**config.mk**
```make
export PLATFORM = sky130hd
export DESIGN_NAME = lcd_segment_buffer_controller_core
export DESIGN_NICKNAME = d
export VERILOG_FILES = /design/src/sv/lcdsb_pkg.sv /design/src/sv/lcd_segment_buffer_controller_core.sv
export VERILOG_INCLUDE_DIRS = /design/src /design/src/sv
export SDC_FILE = /design/constraint.sdc
export NUM_CORES = 1
export LEC_CHECK = 0
export BUFFER_PORTS_ARGS = -buffer_cell sky130_fd_sc_hd__buf_4
export CORE_ASPECT_RATIO = 2
export CORE_UTILIZATION = 30
export DETAILED_ROUTE_END_ITERATION = 7
export GPL_ROUTABILITY_DRIVEN = 0
export PLACE_DENSITY = 0.44
export SYNTH_ARGS = -nofsm -noshare
export SYNTH_HDL_FRONTEND = slang
export SYNTH_SLANG_ARGS = --single-unit
```
**constraint.sdc**
```tcl
create_clock -name clk_i -period 6.81 [get_ports clk_i]
set_input_delay 0.3405 -clock clk_i [delete_from_list [all_inputs] [get_ports clk_i]]
set_output_delay 0.3405 -clock clk_i [all_outputs]
set_load 0.01 [all_outputs]
```
**src/sv/assert_macros.svh**
```systemverilog
// Assertion helpers shared by the RTL; each use expects clk_i and rst_ni in scope.
`ifndef ASSERT_MACROS_SVH
`define ASSERT_MACROS_SVH

// Check a property on every rising clock edge outside reset.
`define ASSERT_CLK(lbl, prop) \
  lbl: assert property (@(posedge clk_i) disable iff (!rst_ni) prop) \
    else $error("assertion failed: %m");

// Check that a condition never holds outside reset.
`define ASSERT_NEVER(lbl, cond) \
  lbl: assert property (@(posedge clk_i) disable iff (!rst_ni) !(cond)) \
    else $error("forbidden condition: %m");

`endif

```
**src/sv/lcdsb_pkg.sv**
```systemverilog
package lcdsb_pkg;

  typedef struct packed {
    logic [3:0] command;
    logic [3:0] index;
    logic [7:0] value;
  } req_t;

  typedef struct packed {
    logic [7:0] data_byte;
    logic       frame_start;
    logic       last;
    logic       blink_phase;
    logic [1:0] fan_cursor_slow;
    logic [1:0] fan_cursor_medium;
    logic [1:0] fan_cursor_fast;
  } res_t;

  localparam logic [3:0] CMD_DIGIT     = 4'd0;
  localparam logic [3:0] CMD_PAIR      = 4'd1;
  localparam logic [3:0] CMD_CLR_PAIR  = 4'd2;
  localparam logic [3:0] CMD_SPEED     = 4'd3;
  localparam logic [3:0] CMD_ICON_ON   = 4'd4;
  localparam logic [3:0] CMD_ICON_OFF  = 4'd5;
  localparam logic [3:0] CMD_TOGGLE    = 4'd6;
  localparam logic [3:0] CMD_FAN       = 4'd7;
  localparam logic [3:0] CMD_CLR_FAN   = 4'd8;
  localparam logic [3:0] CMD_ROTATE    = 4'd9;
  localparam logic [3:0] CMD_CLEAR     = 4'd10;
  localparam logic [3:0] CMD_SET       = 4'd11;
  localparam logic [3:0] CMD_TICK      = 4'd12;
  localparam logic [3:0] CMD_FLUSH     = 4'd13;

  localparam logic [3:0] ICON_CLOCK  = 4'd0;
  localparam logic [3:0] ICON_FAN1   = 4'd1;
  localparam logic [3:0] ICON_COLON1 = 4'd2;
  localparam logic [3:0] ICON_FAN2   = 4'd3;
  localparam logic [3:0] ICON_COLON2 = 4'd4;
  localparam logic [3:0] ICON_LIGHT  = 4'd5;
  localparam logic [3:0] ICON_FAN3   = 4'd6;

  localparam logic       MODE_WHITE = 1'b0;

  localparam logic [7:0] BIT3 = 8'h08;
  localparam logic [7:0] BIT4 = 8'h10;
  localparam logic [7:0] BIT7 = 8'h80;

  localparam logic [7:0] FLUSH_CMD0 = 8'h40;
  localparam logic [7:0] FLUSH_CMD1 = 8'hC2;

  localparam logic [3:0] FIRST_BYTE = 4'd2;
  localparam logic [3:0] LAST_BYTE  = 4'd14;
  localparam logic [3:0] FILL_OPS   = 4'd13;

  localparam logic [3:0] BLANK_GLYPH = 4'd10;
  localparam logic [3:0] F_GLYPH     = 4'd11;

  localparam logic [7:0] GLYPH_A [12] = '{8'hAF, 8'h06, 8'h6D, 8'h4F, 8'hC6, 8'hCB,
                                          8'hEB, 8'h0E, 8'hEF, 8'hCF, 8'h00, 8'hE8};
  localparam logic [7:0] GLYPH_B [12] = '{8'hF5, 8'h60, 8'hB6, 8'hF2, 8'h63, 8'hD3,
                                          8'hD7, 8'h70, 8'hF7, 8'hF3, 8'h00, 8'h00};
  localparam logic [7:0] GLYPH_C [12] = '{8'h5F, 8'h06, 8'h6B, 8'h2F, 8'h36, 8'h3D,
                                          8'h7D, 8'h07, 8'h7F, 8'h3F, 8'h00, 8'h00};
  localparam logic [7:0] GLYPH_D [12] = '{8'hFA, 8'h60, 8'hD6, 8'hF4, 8'h6C, 8'hBC,
                                          8'hBE, 8'hE0, 8'hFE, 8'hFC, 8'h00, 8'h8E};

  localparam logic [3:0] WHITE_PLACE [9] = '{4'd10, 4'd9, 4'd5, 4'd4, 4'd12, 4'd11,
                                             4'd2, 4'd3, 4'd14};
  localparam logic [3:0] BLACK_PLACE [4] = '{4'd7, 4'd6, 4'd3, 4'd11};

endpackage

```
**src/sv/lcd_segment_buffer_controller_core.sv**
```systemverilog
// Channel   | Direction | Handshake              | Payload
// ----------+-----------+------------------------+-------------------------------
// request   | in        | start && !busy         | req_i (command, index, value)
// result    | out       | res_strobe_o, 1 cycle  | res_o (byte, flags, cursors)
// config    | in        | cfg_we_i               | cfg_wdata_i (working mode)
//
// Buffer updates run read then write on the 16-byte buffer RAM: each touched
// byte takes a read state and then a write state, and a done state gives the
// status result; tick and unused commands go straight to the done state. Flush
// streams one byte per cycle. The result shows in the cycle after the last busy
// cycle; reset clears the buffer through per-byte valid flags at once, with no
// clearing pass. No stalls.
`include "assert_macros.svh"

module lcd_segment_buffer_controller_core (
  input  logic              clk_i,
  input  logic              rst_ni,
  input  logic              start,
  output logic              busy,
  input  lcdsb_pkg::req_t   req_i,
  output logic              res_strobe_o,
  output lcdsb_pkg::res_t   res_o,
  input  logic              cfg_we_i,
  input  logic              cfg_wdata_i
);

  typedef enum logic [2:0] {
    ST_IDLE,
    ST_RD,
    ST_WR,
    ST_FLUSH,
    ST_DONE
  } state_e;

  typedef struct packed {
    logic       vld;
    logic [3:0] addr;
    logic [7:0] keep;
    logic [7:0] set;
    logic [7:0] flip;
  } op_t;

  state_e          state_q;
  lcdsb_pkg::req_t req_q;
  logic [3:0]      cnt_q;
  logic            mode_q;
  lcdsb_pkg::res_t res_q;
  logic            res_vld_q;

  logic [3:0]      blink_cnt_q, blink_cnt_d;
  logic            blink_flag_q, blink_flag_d;
  logic            fast_div_q, fast_div_d;
  logic [1:0]      med_div_q, med_div_d;
  logic [2:0]      slow_div_q, slow_div_d;
  logic [1:0]      cur_q [3];
  logic [1:0]      cur_d [3];

  logic [7:0]      seg_mem [16];
  logic [15:0]     vld_q;
  logic [7:0]      rd_data_q;
  logic            rd_vld_q;
  logic [7:0]      rd_byte;
  logic [3:0]      raddr;
  logic            mem_we;
  logic [7:0]      wdata;

  logic            accept;
  logic            tick_en;
  op_t             op;
  logic [3:0]      n_ops_cur;
  logic [15:0]     quot_prod;
  logic [3:0]      tens;
  logic [3:0]      ones;
  logic [7:0]      fan_num;
  logic [3:0]      digit_g;
  logic [3:0]      speed_g;

  function automatic logic [3:0] n_ops(input logic [3:0] cmd);
    logic [3:0] n;
    case (cmd)
      lcdsb_pkg::CMD_DIGIT:    n = 4'd1;
      lcdsb_pkg::CMD_PAIR:     n = 4'd2;
      lcdsb_pkg::CMD_CLR_PAIR: n = 4'd2;
      lcdsb_pkg::CMD_SPEED:    n = 4'd4;
      lcdsb_pkg::CMD_ICON_ON:  n = 4'd2;
      lcdsb_pkg::CMD_ICON_OFF: n = 4'd2;
      lcdsb_pkg::CMD_TOGGLE:   n = 4'd1;
      lcdsb_pkg::CMD_FAN:      n = 4'd3;
      lcdsb_pkg::CMD_CLR_FAN:  n = 4'd3;
      lcdsb_pkg::CMD_ROTATE:   n = 4'd3;
      lcdsb_pkg::CMD_CLEAR:    n = lcdsb_pkg::FILL_OPS;
      lcdsb_pkg::CMD_SET:      n = lcdsb_pkg::FILL_OPS;
      default:                 n = 4'd0;
    endcase
    return n;
  endfunction

  function automatic op_t digit_op(input logic [3:0] pos, input logic [3:0] g,
                                   input logic mode);
    op_t o;
    o = '0;
    if (pos <= 4'd3) begin
      o.vld = 1'b1;
      if (mode == lcdsb_pkg::MODE_WHITE) begin
        o.addr = lcdsb_pkg::WHITE_PLACE[pos];
        o.keep = lcdsb_pkg::BIT4;
        o.set  = lcdsb_pkg::GLYPH_A[g];
      end else if (pos == 4'd3) begin
        o.addr = lcdsb_pkg::BLACK_PLACE[2'd3];
        o.set  = lcdsb_pkg::GLYPH_D[g];
      end else begin
        o.addr = lcdsb_pkg::BLACK_PLACE[pos[1:0]];
        o.keep = lcdsb_pkg::BIT4;
        o.set  = lcdsb_pkg::GLYPH_A[g];
      end
    end else if (pos == 4'd4 || pos == 4'd5 || pos == 4'd8) begin
      o.vld  = 1'b1;
      o.addr = lcdsb_pkg::WHITE_PLACE[pos];
      o.keep = lcdsb_pkg::BIT7;
      o.set  = lcdsb_pkg::GLYPH_C[g];
    end else if (pos == 4'd6 || pos == 4'd7) begin
      o.vld  = 1'b1;
      o.addr = lcdsb_pkg::WHITE_PLACE[pos];
      o.keep = lcdsb_pkg::BIT3;
      o.set  = lcdsb_pkg::GLYPH_B[g];
    end
    return o;
  endfunction

  function automatic op_t bit_op(input logic [3:0] addr, input logic [7:0] mask,
                                 input logic on);
    op_t o;
    o      = '0;
    o.vld  = 1'b1;
    o.addr = addr;
    o.keep = ~mask;
    o.set  = on ? mask : 8'h00;
    return o;
  endfunction

  function automatic op_t flip_op(input logic [3:0] addr, input logic [7:0] mask);
    op_t o;
    o      = '0;
    o.vld  = 1'b1;
    o.addr = addr;
    o.keep = 8'hFF;
    o.flip = mask;
    return o;
  endfunction

  function automatic logic [1:0] advance(input logic [1:0] c);
    return (c >= 2'd2) ? 2'd0 : 2'(c + 2'd1);
  endfunction

  assign accept    = start && !busy;
  assign tick_en   = accept && (req_i.command == lcdsb_pkg::CMD_TICK);
  assign busy      = (state_q != ST_IDLE);
  assign n_ops_cur = n_ops(req_q.command);

  // Split a pair value below 100 into tens and ones by reciprocal multiply.
  assign quot_prod = {8'd0, req_q.value} * 16'd205;
  assign tens      = quot_prod[14:11];
  assign ones      = 4'(req_q.value - 8'({4'd0, tens} * 8'd10));
  assign digit_g   = (req_q.value < 8'd10) ? req_q.value[3:0] : lcdsb_pkg::BLANK_GLYPH;
  assign speed_g   = digit_g;

  always_comb begin
    case (req_q.command)
      lcdsb_pkg::CMD_FAN:    fan_num = req_q.value;
      lcdsb_pkg::CMD_ROTATE: begin
        if (req_q.value == 8'd0) begin
          fan_num = 8'd8;
        end else if (req_q.value == 8'd1) begin
          fan_num = {6'd0, cur_q[0]};
        end else if (req_q.value <= 8'd3) begin
          fan_num = {6'd0, cur_q[1]};
        end else begin
          fan_num = {6'd0, cur_q[2]};
        end
      end
      default:               fan_num = 8'd8;
    endcase
  end

  // Build the read-modify-write for step cnt_q of the current request.
  always_comb begin
    op = '0;
    case (req_q.command)
      lcdsb_pkg::CMD_DIGIT: begin
        op = digit_op(req_q.index, digit_g, mode_q);
      end
      lcdsb_pkg::CMD_PAIR: begin
        if (req_q.index <= 4'd3 && req_q.value < 8'd100) begin
          op = digit_op({1'b0, req_q.index[1:0], cnt_q[0]}, cnt_q[0] ? ones : tens,
                        mode_q);
        end
      end
      lcdsb_pkg::CMD_CLR_PAIR: begin
        if (req_q.index <= 4'd3) begin
          op = digit_op({1'b0, req_q.index[1:0], cnt_q[0]}, lcdsb_pkg::BLANK_GLYPH,
                        mode_q);
        end
      end
      lcdsb_pkg::CMD_SPEED: begin
        if (mode_q == lcdsb_pkg::MODE_WHITE) begin
          if (cnt_q == 4'd0) begin
            op = digit_op(4'd8, speed_g, mode_q);
          end
        end else if (req_q.value < 8'd10) begin
          op.vld = 1'b1;
          case (cnt_q)
            4'd0: begin
              op.addr = lcdsb_pkg::BLACK_PLACE[2'd0];
              op.keep = lcdsb_pkg::BIT4;
            end
            4'd1: begin
              op.addr = lcdsb_pkg::BLACK_PLACE[2'd1];
              op.keep = lcdsb_pkg::BIT4;
              op.set  = lcdsb_pkg::GLYPH_A[lcdsb_pkg::F_GLYPH];
            end
            4'd2: begin
              // the colon bit of this byte ends up cleared
              op.addr = lcdsb_pkg::BLACK_PLACE[2'd2];
              op.set  = lcdsb_pkg::GLYPH_A[req_q.value[3:0]] & ~lcdsb_pkg::BIT4;
            end
            default: begin
              op.addr = lcdsb_pkg::BLACK_PLACE[2'd3];
            end
          endcase
        end
      end
      lcdsb_pkg::CMD_ICON_ON, lcdsb_pkg::CMD_ICON_OFF: begin
        if (cnt_q == 4'd0) begin
          case (req_q.index)
            lcdsb_pkg::ICON_CLOCK: begin
              if (mode_q == lcdsb_pkg::MODE_WHITE) begin
                op = bit_op(4'd10, lcdsb_pkg::BIT4,
                            req_q.command == lcdsb_pkg::CMD_ICON_ON);
              end else begin
                op = bit_op(4'd2, 8'hFF, 1'b0);
                op.set = {7'd0, req_q.command == lcdsb_pkg::CMD_ICON_ON};
              end
            end
            lcdsb_pkg::ICON_FAN1:
              op = bit_op(4'd9, lcdsb_pkg::BIT4, req_q.command == lcdsb_pkg::CMD_ICON_ON);
            lcdsb_pkg::ICON_COLON1:
              op = bit_op((mode_q == lcdsb_pkg::MODE_WHITE) ? 4'd5 : 4'd3, lcdsb_pkg::BIT4,
                          req_q.command == lcdsb_pkg::CMD_ICON_ON);
            lcdsb_pkg::ICON_FAN2:
              op = bit_op(4'd4, lcdsb_pkg::BIT4, req_q.command == lcdsb_pkg::CMD_ICON_ON);
            lcdsb_pkg::ICON_COLON2:
              op = bit_op(4'd2, lcdsb_pkg::BIT3, req_q.command == lcdsb_pkg::CMD_ICON_ON);
            lcdsb_pkg::ICON_LIGHT: begin
              if (mode_q == lcdsb_pkg::MODE_WHITE) begin
                op = bit_op(4'd12, lcdsb_pkg::BIT7,
                            req_q.command == lcdsb_pkg::CMD_ICON_ON);
              end else begin
                op = bit_op(4'd6, lcdsb_pkg::BIT4,
                            req_q.command == lcdsb_pkg::CMD_ICON_ON);
              end
            end
            lcdsb_pkg::ICON_FAN3:
              op = bit_op(4'd14, lcdsb_pkg::BIT7, req_q.command == lcdsb_pkg::CMD_ICON_ON);
            default: op = '0;
          endcase
        end else if (req_q.index == lcdsb_pkg::ICON_LIGHT &&
                     mode_q != lcdsb_pkg::MODE_WHITE) begin
          // black panel light spans two bytes
          op = bit_op(4'd7, lcdsb_pkg::BIT4, req_q.command == lcdsb_pkg::CMD_ICON_ON);
        end
      end
      lcdsb_pkg::CMD_TOGGLE: begin
        case (req_q.index)
          lcdsb_pkg::ICON_CLOCK:  op = flip_op(4'd10, lcdsb_pkg::BIT4);
          lcdsb_pkg::ICON_FAN1:   op = flip_op(4'd9, lcdsb_pkg::BIT4);
          lcdsb_pkg::ICON_COLON1: op = flip_op(4'd5, lcdsb_pkg::BIT4);
          lcdsb_pkg::ICON_FAN2:   op = flip_op(4'd4, lcdsb_pkg::BIT4);
          lcdsb_pkg::ICON_COLON2: op = flip_op(4'd2, lcdsb_pkg::BIT3);
          lcdsb_pkg::ICON_LIGHT:  op = flip_op(4'd12, lcdsb_pkg::BIT7);
          lcdsb_pkg::ICON_FAN3:   op = flip_op(4'd14, lcdsb_pkg::BIT7);
          default:                op = '0;
        endcase
      end
      lcdsb_pkg::CMD_FAN, lcdsb_pkg::CMD_CLR_FAN, lcdsb_pkg::CMD_ROTATE: begin
        if (mode_q == lcdsb_pkg::MODE_WHITE) begin
          case (cnt_q)
            4'd0:    op = bit_op(4'd9, lcdsb_pkg::BIT4, fan_num == 8'd0);
            4'd1:    op = bit_op(4'd4, lcdsb_pkg::BIT4, fan_num == 8'd1);
            default: op = bit_op(4'd14, lcdsb_pkg::BIT7, fan_num == 8'd2);
          endcase
        end else if (cnt_q == 4'd0) begin
          op = bit_op(4'd14, 8'hFF, 1'b0);
          op.set = (fan_num < 8'd7) ? 8'(8'd2 << fan_num[2:0]) : 8'h00;
        end
      end
      lcdsb_pkg::CMD_CLEAR, lcdsb_pkg::CMD_SET: begin
        op.vld  = 1'b1;
        op.addr = 4'(cnt_q + lcdsb_pkg::FIRST_BYTE);
        op.set  = (req_q.command == lcdsb_pkg::CMD_SET) ? 8'hFF : 8'h00;
      end
      default: op = '0;
    endcase
  end

  // Buffer RAM: one read and one write port, registered read data.
  assign raddr   = (state_q == ST_FLUSH) ? 4'(cnt_q + 4'd1) : op.addr;
  assign rd_byte = rd_vld_q ? rd_data_q : 8'h00;
  assign mem_we  = (state_q == ST_WR) && op.vld;
  assign wdata   = ((rd_byte & op.keep) | op.set) ^ op.flip;

  always_ff @(posedge clk_i) begin
    if (mem_we) begin
      seg_mem[op.addr] <= wdata;
    end
    rd_data_q <= seg_mem[raddr];
  end

  // Bytes never written since reset read as zero.
  always_ff @(posedge clk_i or negedge rst_ni) begin
    if (!rst_ni) begin
      vld_q    <= '0;
      rd_vld_q <= 1'b0;
    end else begin
      if (mem_we) begin
        vld_q[op.addr] <= 1'b1;
      end
      rd_vld_q <= vld_q[raddr];
    end
  end

  always_comb begin
    logic [3:0] bc_inc;
    logic [2:0] slow_inc;
    logic [1:0] med_inc;
    bc_inc       = 4'(blink_cnt_q + 4'd1);
    blink_cnt_d  = (bc_inc >= 4'd10) ? 4'd0 : bc_inc;
    blink_flag_d = (blink_cnt_d >= 4'd3);
    cur_d        = cur_q;
    fast_div_d   = ~fast_div_q;
    if (fast_div_q) begin
      cur_d[2] = advance(cur_q[2]);
    end
    slow_inc   = 3'(slow_div_q + 3'd1);
    slow_div_d = slow_inc;
    if (slow_inc >= 3'd5) begin
      slow_div_d = 3'd0;
      cur_d[0]   = advance(cur_q[0]);
    end
    med_inc   = 2'(med_div_q + 2'd1);
    med_div_d = med_inc;
    if (med_inc >= 2'd3) begin
      med_div_d = 2'd0;
      cur_d[1]  = advance(cur_q[1]);
    end
  end

  always_ff @(posedge clk_i or negedge rst_ni) begin
    if (!rst_ni) begin
      mode_q       <= 1'b0;
      blink_cnt_q  <= '0;
      blink_flag_q <= 1'b0;
      fast_div_q   <= 1'b0;
      med_div_q    <= '0;
      slow_div_q   <= '0;
      cur_q        <= '{default: 2'd0};
    end else begin
      if (cfg_we_i) begin
        mode_q <= cfg_wdata_i;
      end
      if (tick_en) begin
        blink_cnt_q  <= blink_cnt_d;
        blink_flag_q <= blink_flag_d;
        fast_div_q   <= fast_div_d;
        med_div_q    <= med_div_d;
        slow_div_q   <= slow_div_d;
        cur_q        <= cur_d;
      end
    end
  end

  always_ff @(posedge clk_i or negedge rst_ni) begin
    if (!rst_ni) begin
      state_q   <= ST_IDLE;
      cnt_q     <= '0;
      res_vld_q <= 1'b0;
      req_q     <= '0;
      res_q     <= '0;
    end else begin
      res_vld_q <= 1'b0;
      case (state_q)
        ST_IDLE: begin
          if (accept) begin
            req_q <= req_i;
            cnt_q <= '0;
            if (req_i.command == lcdsb_pkg::CMD_FLUSH) begin
              state_q <= ST_FLUSH;
            end else if (n_ops(req_i.command) != 4'd0) begin
              state_q <= ST_RD;
            end else begin
              state_q <= ST_DONE;
            end
          end
        end
        ST_RD: begin
          state_q <= ST_WR;
        end
        ST_WR: begin
          if (cnt_q == 4'(n_ops_cur - 4'd1)) begin
            state_q <= ST_DONE;
          end else begin
            cnt_q   <= 4'(cnt_q + 4'd1);
            state_q <= ST_RD;
          end
        end
        ST_FLUSH: begin
          res_vld_q               <= 1'b1;
          res_q.frame_start       <= (cnt_q < lcdsb_pkg::FIRST_BYTE);
          res_q.last              <= (cnt_q == lcdsb_pkg::LAST_BYTE);
          res_q.blink_phase       <= blink_flag_q;
          res_q.fan_cursor_slow   <= cur_q[0];
          res_q.fan_cursor_medium <= cur_q[1];
          res_q.fan_cursor_fast   <= cur_q[2];
          if (cnt_q == 4'd0) begin
            res_q.data_byte <= lcdsb_pkg::FLUSH_CMD0;
          end else if (cnt_q == 4'd1) begin
            res_q.data_byte <= lcdsb_pkg::FLUSH_CMD1;
          end else begin
            res_q.data_byte <= rd_byte;
          end
          if (cnt_q == lcdsb_pkg::LAST_BYTE) begin
            state_q <= ST_IDLE;
          end else begin
            cnt_q <= 4'(cnt_q + 4'd1);
          end
        end
        ST_DONE: begin
          res_vld_q               <= 1'b1;
          res_q.data_byte         <= 8'h00;
          res_q.frame_start       <= 1'b0;
          res_q.last              <= 1'b1;
          res_q.blink_phase       <= blink_flag_q;
          res_q.fan_cursor_slow   <= cur_q[0];
          res_q.fan_cursor_medium <= cur_q[1];
          res_q.fan_cursor_fast   <= cur_q[2];
          state_q                 <= ST_IDLE;
        end
        default: begin
          state_q <= ST_IDLE;
        end
      endcase
    end
  end

  assign res_strobe_o = res_vld_q;
  assign res_o        = res_q;

  `ASSERT_CLK(a_accept_busy, (start && !busy) |=> busy)
  `ASSERT_CLK(a_last_gap, (res_strobe_o && res_o.last) |=> !res_strobe_o)
  `ASSERT_NEVER(a_frame_last, res_strobe_o && res_o.frame_start && res_o.last)
  `ASSERT_NEVER(a_flush_cnt, (state_q == ST_FLUSH) && (cnt_q > lcdsb_pkg::LAST_BYTE))
  `ASSERT_NEVER(a_op_cnt, (state_q == ST_WR) && (cnt_q >= n_ops_cur))

endmodule

```
## Word level (Yosys, flattened, before mapping)

Memory sizes are Yosys's and may differ from the RTL's. A register that Yosys moved wholly into a read port is not among the register bits.
Index checks and enable logic that the tools add are counted.

- ROM bits: 1408
- Flip-flop bits (word level): 76
- Logic and storage cells: 275
- Bits in latches: 0
- Memories: 14
- Memory bits (writable): 128

Memory list:

| name | words | bits a word | read ports | clocked after memory_dff | wr ports | RTL line | source |
|---|---|---|---|---|---|---|---|
| (no name shown) | 16 | 8 | 1 | 0 | 0 | lcd_segment_buffer_controller_core.sv:224 | `op.set = lcdsb_pkg::GLYPH_A[req_q.value[3:0]] & ~lcdsb_pkg::BIT4;` |
| (no name shown) | 16 | 8 | 1 | 0 | 0 | lcd_segment_buffer_controller_core.sv:120 | `o.set = lcdsb_pkg::GLYPH_C[g];` |
| (no name shown) | 16 | 8 | 1 | 0 | 0 | lcd_segment_buffer_controller_core.sv:125 | `o.set = lcdsb_pkg::GLYPH_B[g];` |
| (no name shown) | 16 | 8 | 1 | 0 | 0 | lcd_segment_buffer_controller_core.sv:120 |  |
| (no name shown) | 16 | 8 | 1 | 0 | 0 | lcd_segment_buffer_controller_core.sv:114 | `o.set = lcdsb_pkg::GLYPH_A[g];` |
| (no name shown) | 16 | 8 | 1 | 0 | 0 | lcd_segment_buffer_controller_core.sv:110 | `o.set = lcdsb_pkg::GLYPH_D[g];` |
| +8 memories | n/a | n/a | n/a | n/a | n/a | n/a |  |

- Equal/unequal tests: 41
- Add/subtract/negate cells: 10
- Reductions and logical operators: 33
- Multiply operators: 2
- Div/mod/pow operators: 0
- Shift operators: 1
- Order comparisons: 24
- Multiplexer cells: 114
- Bitwise gates (word level): 12

Operators with widths:

| operator | count |
|---|---|
| $pmux 29 s7 | 2 |
| $mux 8 | 29 |
| $mux 21 | 11 |
| $mux 29 | 7 |
| $mux 4 | 21 |
| $pmux 8 s8 | 1 |
| $mux 20 | 3 |
| $mux 28 | 2 |
| $pmux 28 s2 | 1 |
| $pmux 8 s7 | 1 |
| $pmux 8 s6 | 1 |
| $pmux 5 s8 | 1 |
| $pmux 17 s2 | 1 |
| $eq 4x3->1 const B | 8 |
| $eq 4x4->1 const B | 8 |
| $pmux 8 s2 | 2 |
| $mux 5 | 6 |
| $ge 5x5->1 const B | 5 |
| $pmux 4 s3 | 2 |
| $mux 3 | 7 |
| $eq 4x2->1 const B | 5 |
| $not 4->5 | 4 |
| $bmux 4 s2 | 2 |
| $eq 8x1->1 const B | 2 |
| 55 further kinds | 105 |

## Logic depth before layout (Yosys ltp)

- Word-level depth: 18
- Mapped depth: 25
- Gate-level depth less buffers: 23

## Worst setup path after synthesis

OpenSTA, ideal clock, no wires.

- Path type: register to register
- From: reg req_q[3] in the netlist's numbering
- To: mem seg_mem[0][7] (data pin)
- Clock period less this slack: 6.507 ns
- Data required time: 6.513 ns
- Path slack: 0.303 ns
- Setup time: 0.297 ns
- Cell stages (with the launch flop): 23
- Arrival time: 6.210 ns
- Buffers on the path: 1
- Cells stage by stage: dfrtp_1 clkbuf_1 clkinv_1 ha_1 inv_1 fa_1 inv_1 fa_1 ha_1 ha_1 a211oi_1 o21ai_1 o311ai_4 o31ai_1 xnor2_1 ha_1 and2_1 a211oi_2 mux2i_1 a22oi_1 a211oi_1 a211oi_1 xnor2_1

- Cells in the longest elaborated chain, start to end: 15
- Elaborated cells on any way between the ends: 73
- Classes of those cells: add/sub (1); mul (2); order compare (4); eq/ne (2); shift (1); mux (46); bitwise (6); reduce/logical (2); memory (9)

Ends and longest elaborated chain:

| what | RTL line | source |
|---|---|---|
| start: declaration | lcd_segment_buffer_controller_core.sv:44 | `lcdsb_pkg::req_t req_q;` |
| start signal: assignment | lcd_segment_buffer_controller_core.sv:393 | `req_q <= req_i;` |
| $mul 8x8->15 | lcd_segment_buffer_controller_core.sv:161 | `assign quot_prod = {8'd0, req_q.value} * 16'd205;` |
| $mul 4x3->3 | lcd_segment_buffer_controller_core.sv:163 | `assign ones = 4'(req_q.value - 8'({4'd0, tens} * 8'd10));` |
| $sub 4x4->4 | lcd_segment_buffer_controller_core.sv:163 |  |
| $mux 4 | lcd_segment_buffer_controller_core.sv:194 | `op = digit_op({1'b0, req_q.index[1:0], cnt_q[0]}, cnt_q[0] ? ones : tens,` |
| $not 4->5 (not written as such) | n/a |  |
| $mem_v2 16x8 (on tied branches) | n/a |  |
| $mux 8 (on tied branches) (2 in a row) | lcd_segment_buffer_controller_core.sv:125, lcd_segment_buffer_controller_core.sv:110, lcd_segment_buffer_controller_core.sv:114 |  |
| $mux 21 or $mux 8 (tied branches) | lcd_segment_buffer_controller_core.sv:121, lcd_segment_buffer_controller_core.sv:108 |  |
| $mux 21 or $mux 20 (tied branches) | lcd_segment_buffer_controller_core.sv:116, lcd_segment_buffer_controller_core.sv:104 |  |
| $mux 21 | lcd_segment_buffer_controller_core.sv:102 | `if (pos <= 4'd3) begin` |
| $mux 29 | lcd_segment_buffer_controller_core.sv:193 | `if (req_q.index <= 4'd3 && req_q.value < 8'd100) begin` |
| $pmux 8 s8 | lcd_segment_buffer_controller_core.sv:188 | `case (req_q.command)` |
| $or 8x8->8 (*) | lcd_segment_buffer_controller_core.sv:309 | `assign wdata = ((rd_byte & op.keep) \| op.set) ^ op.flip;` |
| $xor 8x8->8 (*) | lcd_segment_buffer_controller_core.sv:309 |  |
| named net wdata[7] | lcd_segment_buffer_controller_core.sv:65 | `logic [7:0] wdata;` |
| end: declaration | lcd_segment_buffer_controller_core.sv:58 | `logic [7:0] seg_mem [16];` |

The timed path passes the listed nets; every way through them passes the cells marked *. The select of a mux whose other input is x is not followed.

## Worst setup path in the final report

- From: reg req_q[1] in the netlist's numbering
- To: mem seg_mem[4][1] (data pin)

Same word-level chain as after synthesis.

==> impl_results.md <==
* CP cell instances: ha_1 -> xor2_1 -> ha_1 -> fa_1 -> inv_1 -> fa_1 -> inv_1 -> ha_1 -> a211oi_1 -> o21ai_1 -> o311ai_4 -> o31ai_1 -> xnor2_1 -> ha_1 -> a21oi_1 -> xnor3_2 -> a21o_1 -> buf_4 -> a311oi_2 -> o22ai_1 -> o21ai_1
* Post-Route Utilization at 35.1%
* Worst-skew pair later-pin latency at 0.54 ns
* Crit-path max cell delay at 0.82 ns
* Synthesis-stage register bit count at 212
* CP Class: reg2reg
* # port buffers at 39
* Number of flops mapped to enable cells by yosys at 128
* Syn_area_per_cell at 10.9 um2
* Vias at 9922
* Critical Path Stages at 21
* # IOs at 40
* Most common cell on crit path: ha_1
* Post-Route WL at 43800 um
* Initial drt markers at 548
* Hpwl dp at 34000 um
* First-pass GRT wire length at 66100 um
* Setup crit end kind: flip-flop
* Number of H-tree levels at 1
* Synth Cell Area at 13000 um2
* DP Worst Slack at 0.122 ns
* Tightest slew margin relative to the limit at 24.2%
* Worst path top cell family by delay: compound AO/OA/AOI/OAI gates
* Fin crit share at 94.2%
* Seq/Total Area, Yosys at 45.3%
* Clock sinks at 212
* CTS Buf Count at 21
* Routed Antenna Nets at 0
* Number of max-cap violations at 0
* Worst reg2reg path depth at 21
* Max-slew violation count at 0
* Drt pass-1 iters at 5
* Synth Net Count at 1325
* Most area-hungry cell type in the Yosys netlist: edfxtp_1
* Drt wl/cell at 23.8 um
* # rows at 107
* Crit path time final at 6.42 ns
* Final WS setup at 0.395 ns
* RSZ-0062 raised after global routing: false
* Antenna violations before repair at 0
* Hold Slack at 0.0251 ns
* Buf/Inv on CP at 3
* All-layer global routing usage at 20.6%
* Clk_skew at 0.0397 ns
* Hold path depth at 3
* P&R area growth vs syn at 15.2%
* Longest Clk Path Bufs at 3
* DR DRC count at 0
* Worst Max-Slew Pin Slew at 1.13 ns
* Worst setup SP type: flip-flop
* Slowest cell on crit path: o21ai_1
* Vias/cell at 5.40
* Initial Util at 30.5%
* Full die area at 44300 um2
* Largest net degree at the start of global routing at 51
* Cell variety after synth at 91
* Nets at 1403
* # setup viols final at 0
* Core ar. at 42700 um2
* Vias in the first global route at 10500
* Primary FF master, synth: edfxtp_1
* Post-Synthesis Cells at 1199
* Hold Fails Final Rpt at 0
* Synth top cells by count: 128 x edfxtp_1, 118 x nand2_1, 102 x nor2_1
* Asr flop ratio synth at 35.8%
* Die height at 297 um
* Remaining global-route overflow at 0
* Fmax at 156 MHz
* Most common cell in the netlist: edfxtp_1
* Syn. warnings at 0
* Clock transition at path regs at 0.07 ns
* Post-CTS Setup Inserts at 0
* Setup_tns at 0 ns
* CP required at 6.97 ns
* HP Class: in2reg
* Status: completed
* # diodes at 0
* Crit Path Max Fanout at 16
* CP arrival at 6.58 ns
* Die Wd at 149 um
* Root Driver: clkbuf_16
* Synth area leaders: edfxtp_1 30%, dfrtp_1 15%, ha_1 9.1%, mux4_2 6.4%, nand2_1 3.4%
* CTS tree: done
* Layout cells sized above 1 at 17.5%
* Top cell type's share of synthesized area at 29.5%
==> cell families after synthesis <==
kind of cell	Yosys count	share of synthesized area, %
AO/OA/AOI/OAI	303	15.7
flip-flops	212	45.3
adder cells (fa/ha/maj)	105	10.7
XOR/XNOR	28	2.14
AND/OR/NAND/NOR	362	13.2
multiplexers	65	8.90
buffers and inverters	124	4.08
==> layout by cell type (no fill, tap or decap), drive strengths merged, types with 38 or more instances in the layout <==
cell    Yosys  layout
buf        25     100
a21oi      61      61
mux4       38      38
nand2     119     119
dfrtp      76      76
o21ai      82      82
ha         95      95
edfxtp    128     128
inv        71      74
nor2      102     102
==> repair_timing <==
item / CTS / global route
endpoints found under the setup margin: 0 / 64
resized for setup: 0 / 4
hold endpoints to repair: 32 / 0
hold buffers: 7 / 0
==> final cells by class <==
type	count	area, um2
Fill cell	4242	27700
Multi-Input combinational cell	863	6640
Sequential cell	212	5910
Timing Repair Buffer	107	821
Tap cell	545	682
Clock buffer	28	562
Inverter	72	270
Clock inverter	10	118
==> flip-flops by register name (all words and copies together), names as in the netlist <==
register and count:
slow_div_q 3, blink_flag_q 1, rd_vld_q 1, cnt_q 4
cur_q 6, rd_data_q 8, res_o 17, vld_q 16
med_div_q 2, mode_q 1, state_q 3, res_strobe_o 1
seg_mem 128, fast_div_q 1, blink_cnt_q 4, req_q 16
==> routing by layer <==
| metal | up-vias | global-route usage [%] | wire length (um) |
|---|---|---|---|
| li1 | 4600 | - | - |
| met1 | 4917 | 19.1 | 14400 |
| met2 | 274 | 41.7 | 25000 |
| met3 | 131 | 2.42 | 1310 |
| met4 | 0 | 11.8 | 2980 |
| met5 | - | 0 | 0 |
==> through the flow <==
| stage | cells | instance area (um2) |
|---|---|---|
| floorplan | 1199 | 13000 |
| global placement | 1792 | 14200 |
| detailed placement | 1792 | 14200 |
| CTS | 1837 | 15000 |
| global route | 1837 | 15000 |
| finish | 1837 | 15000 |
==> final timing paths <==
path | start | to | slack [ns]
worst max-delay path | req_q[1] | seg_mem[4][1] | 0.39
worst min register to register | vld_q[14] | vld_q[14] | 0.46
max in group asynchronous | rst_ni | res_o[6] | 5.39
worst max register to register | req_q[1] | seg_mem[4][1] | 0.39
min in group asynchronous | rst_ni | res_o[12] | 0.32
worst min-delay path | req_i[1] | req_q[1] | 0.03
==> worst min-delay path, stage by stage <==
cell and delay, ns:
buf_4 0.08, nand2_1 0.04, o21ai_0 0.07
Power is left out: the tool's default activity adds up to more than one toggle a clock period on the data nets, which glitch-free logic cannot reach.
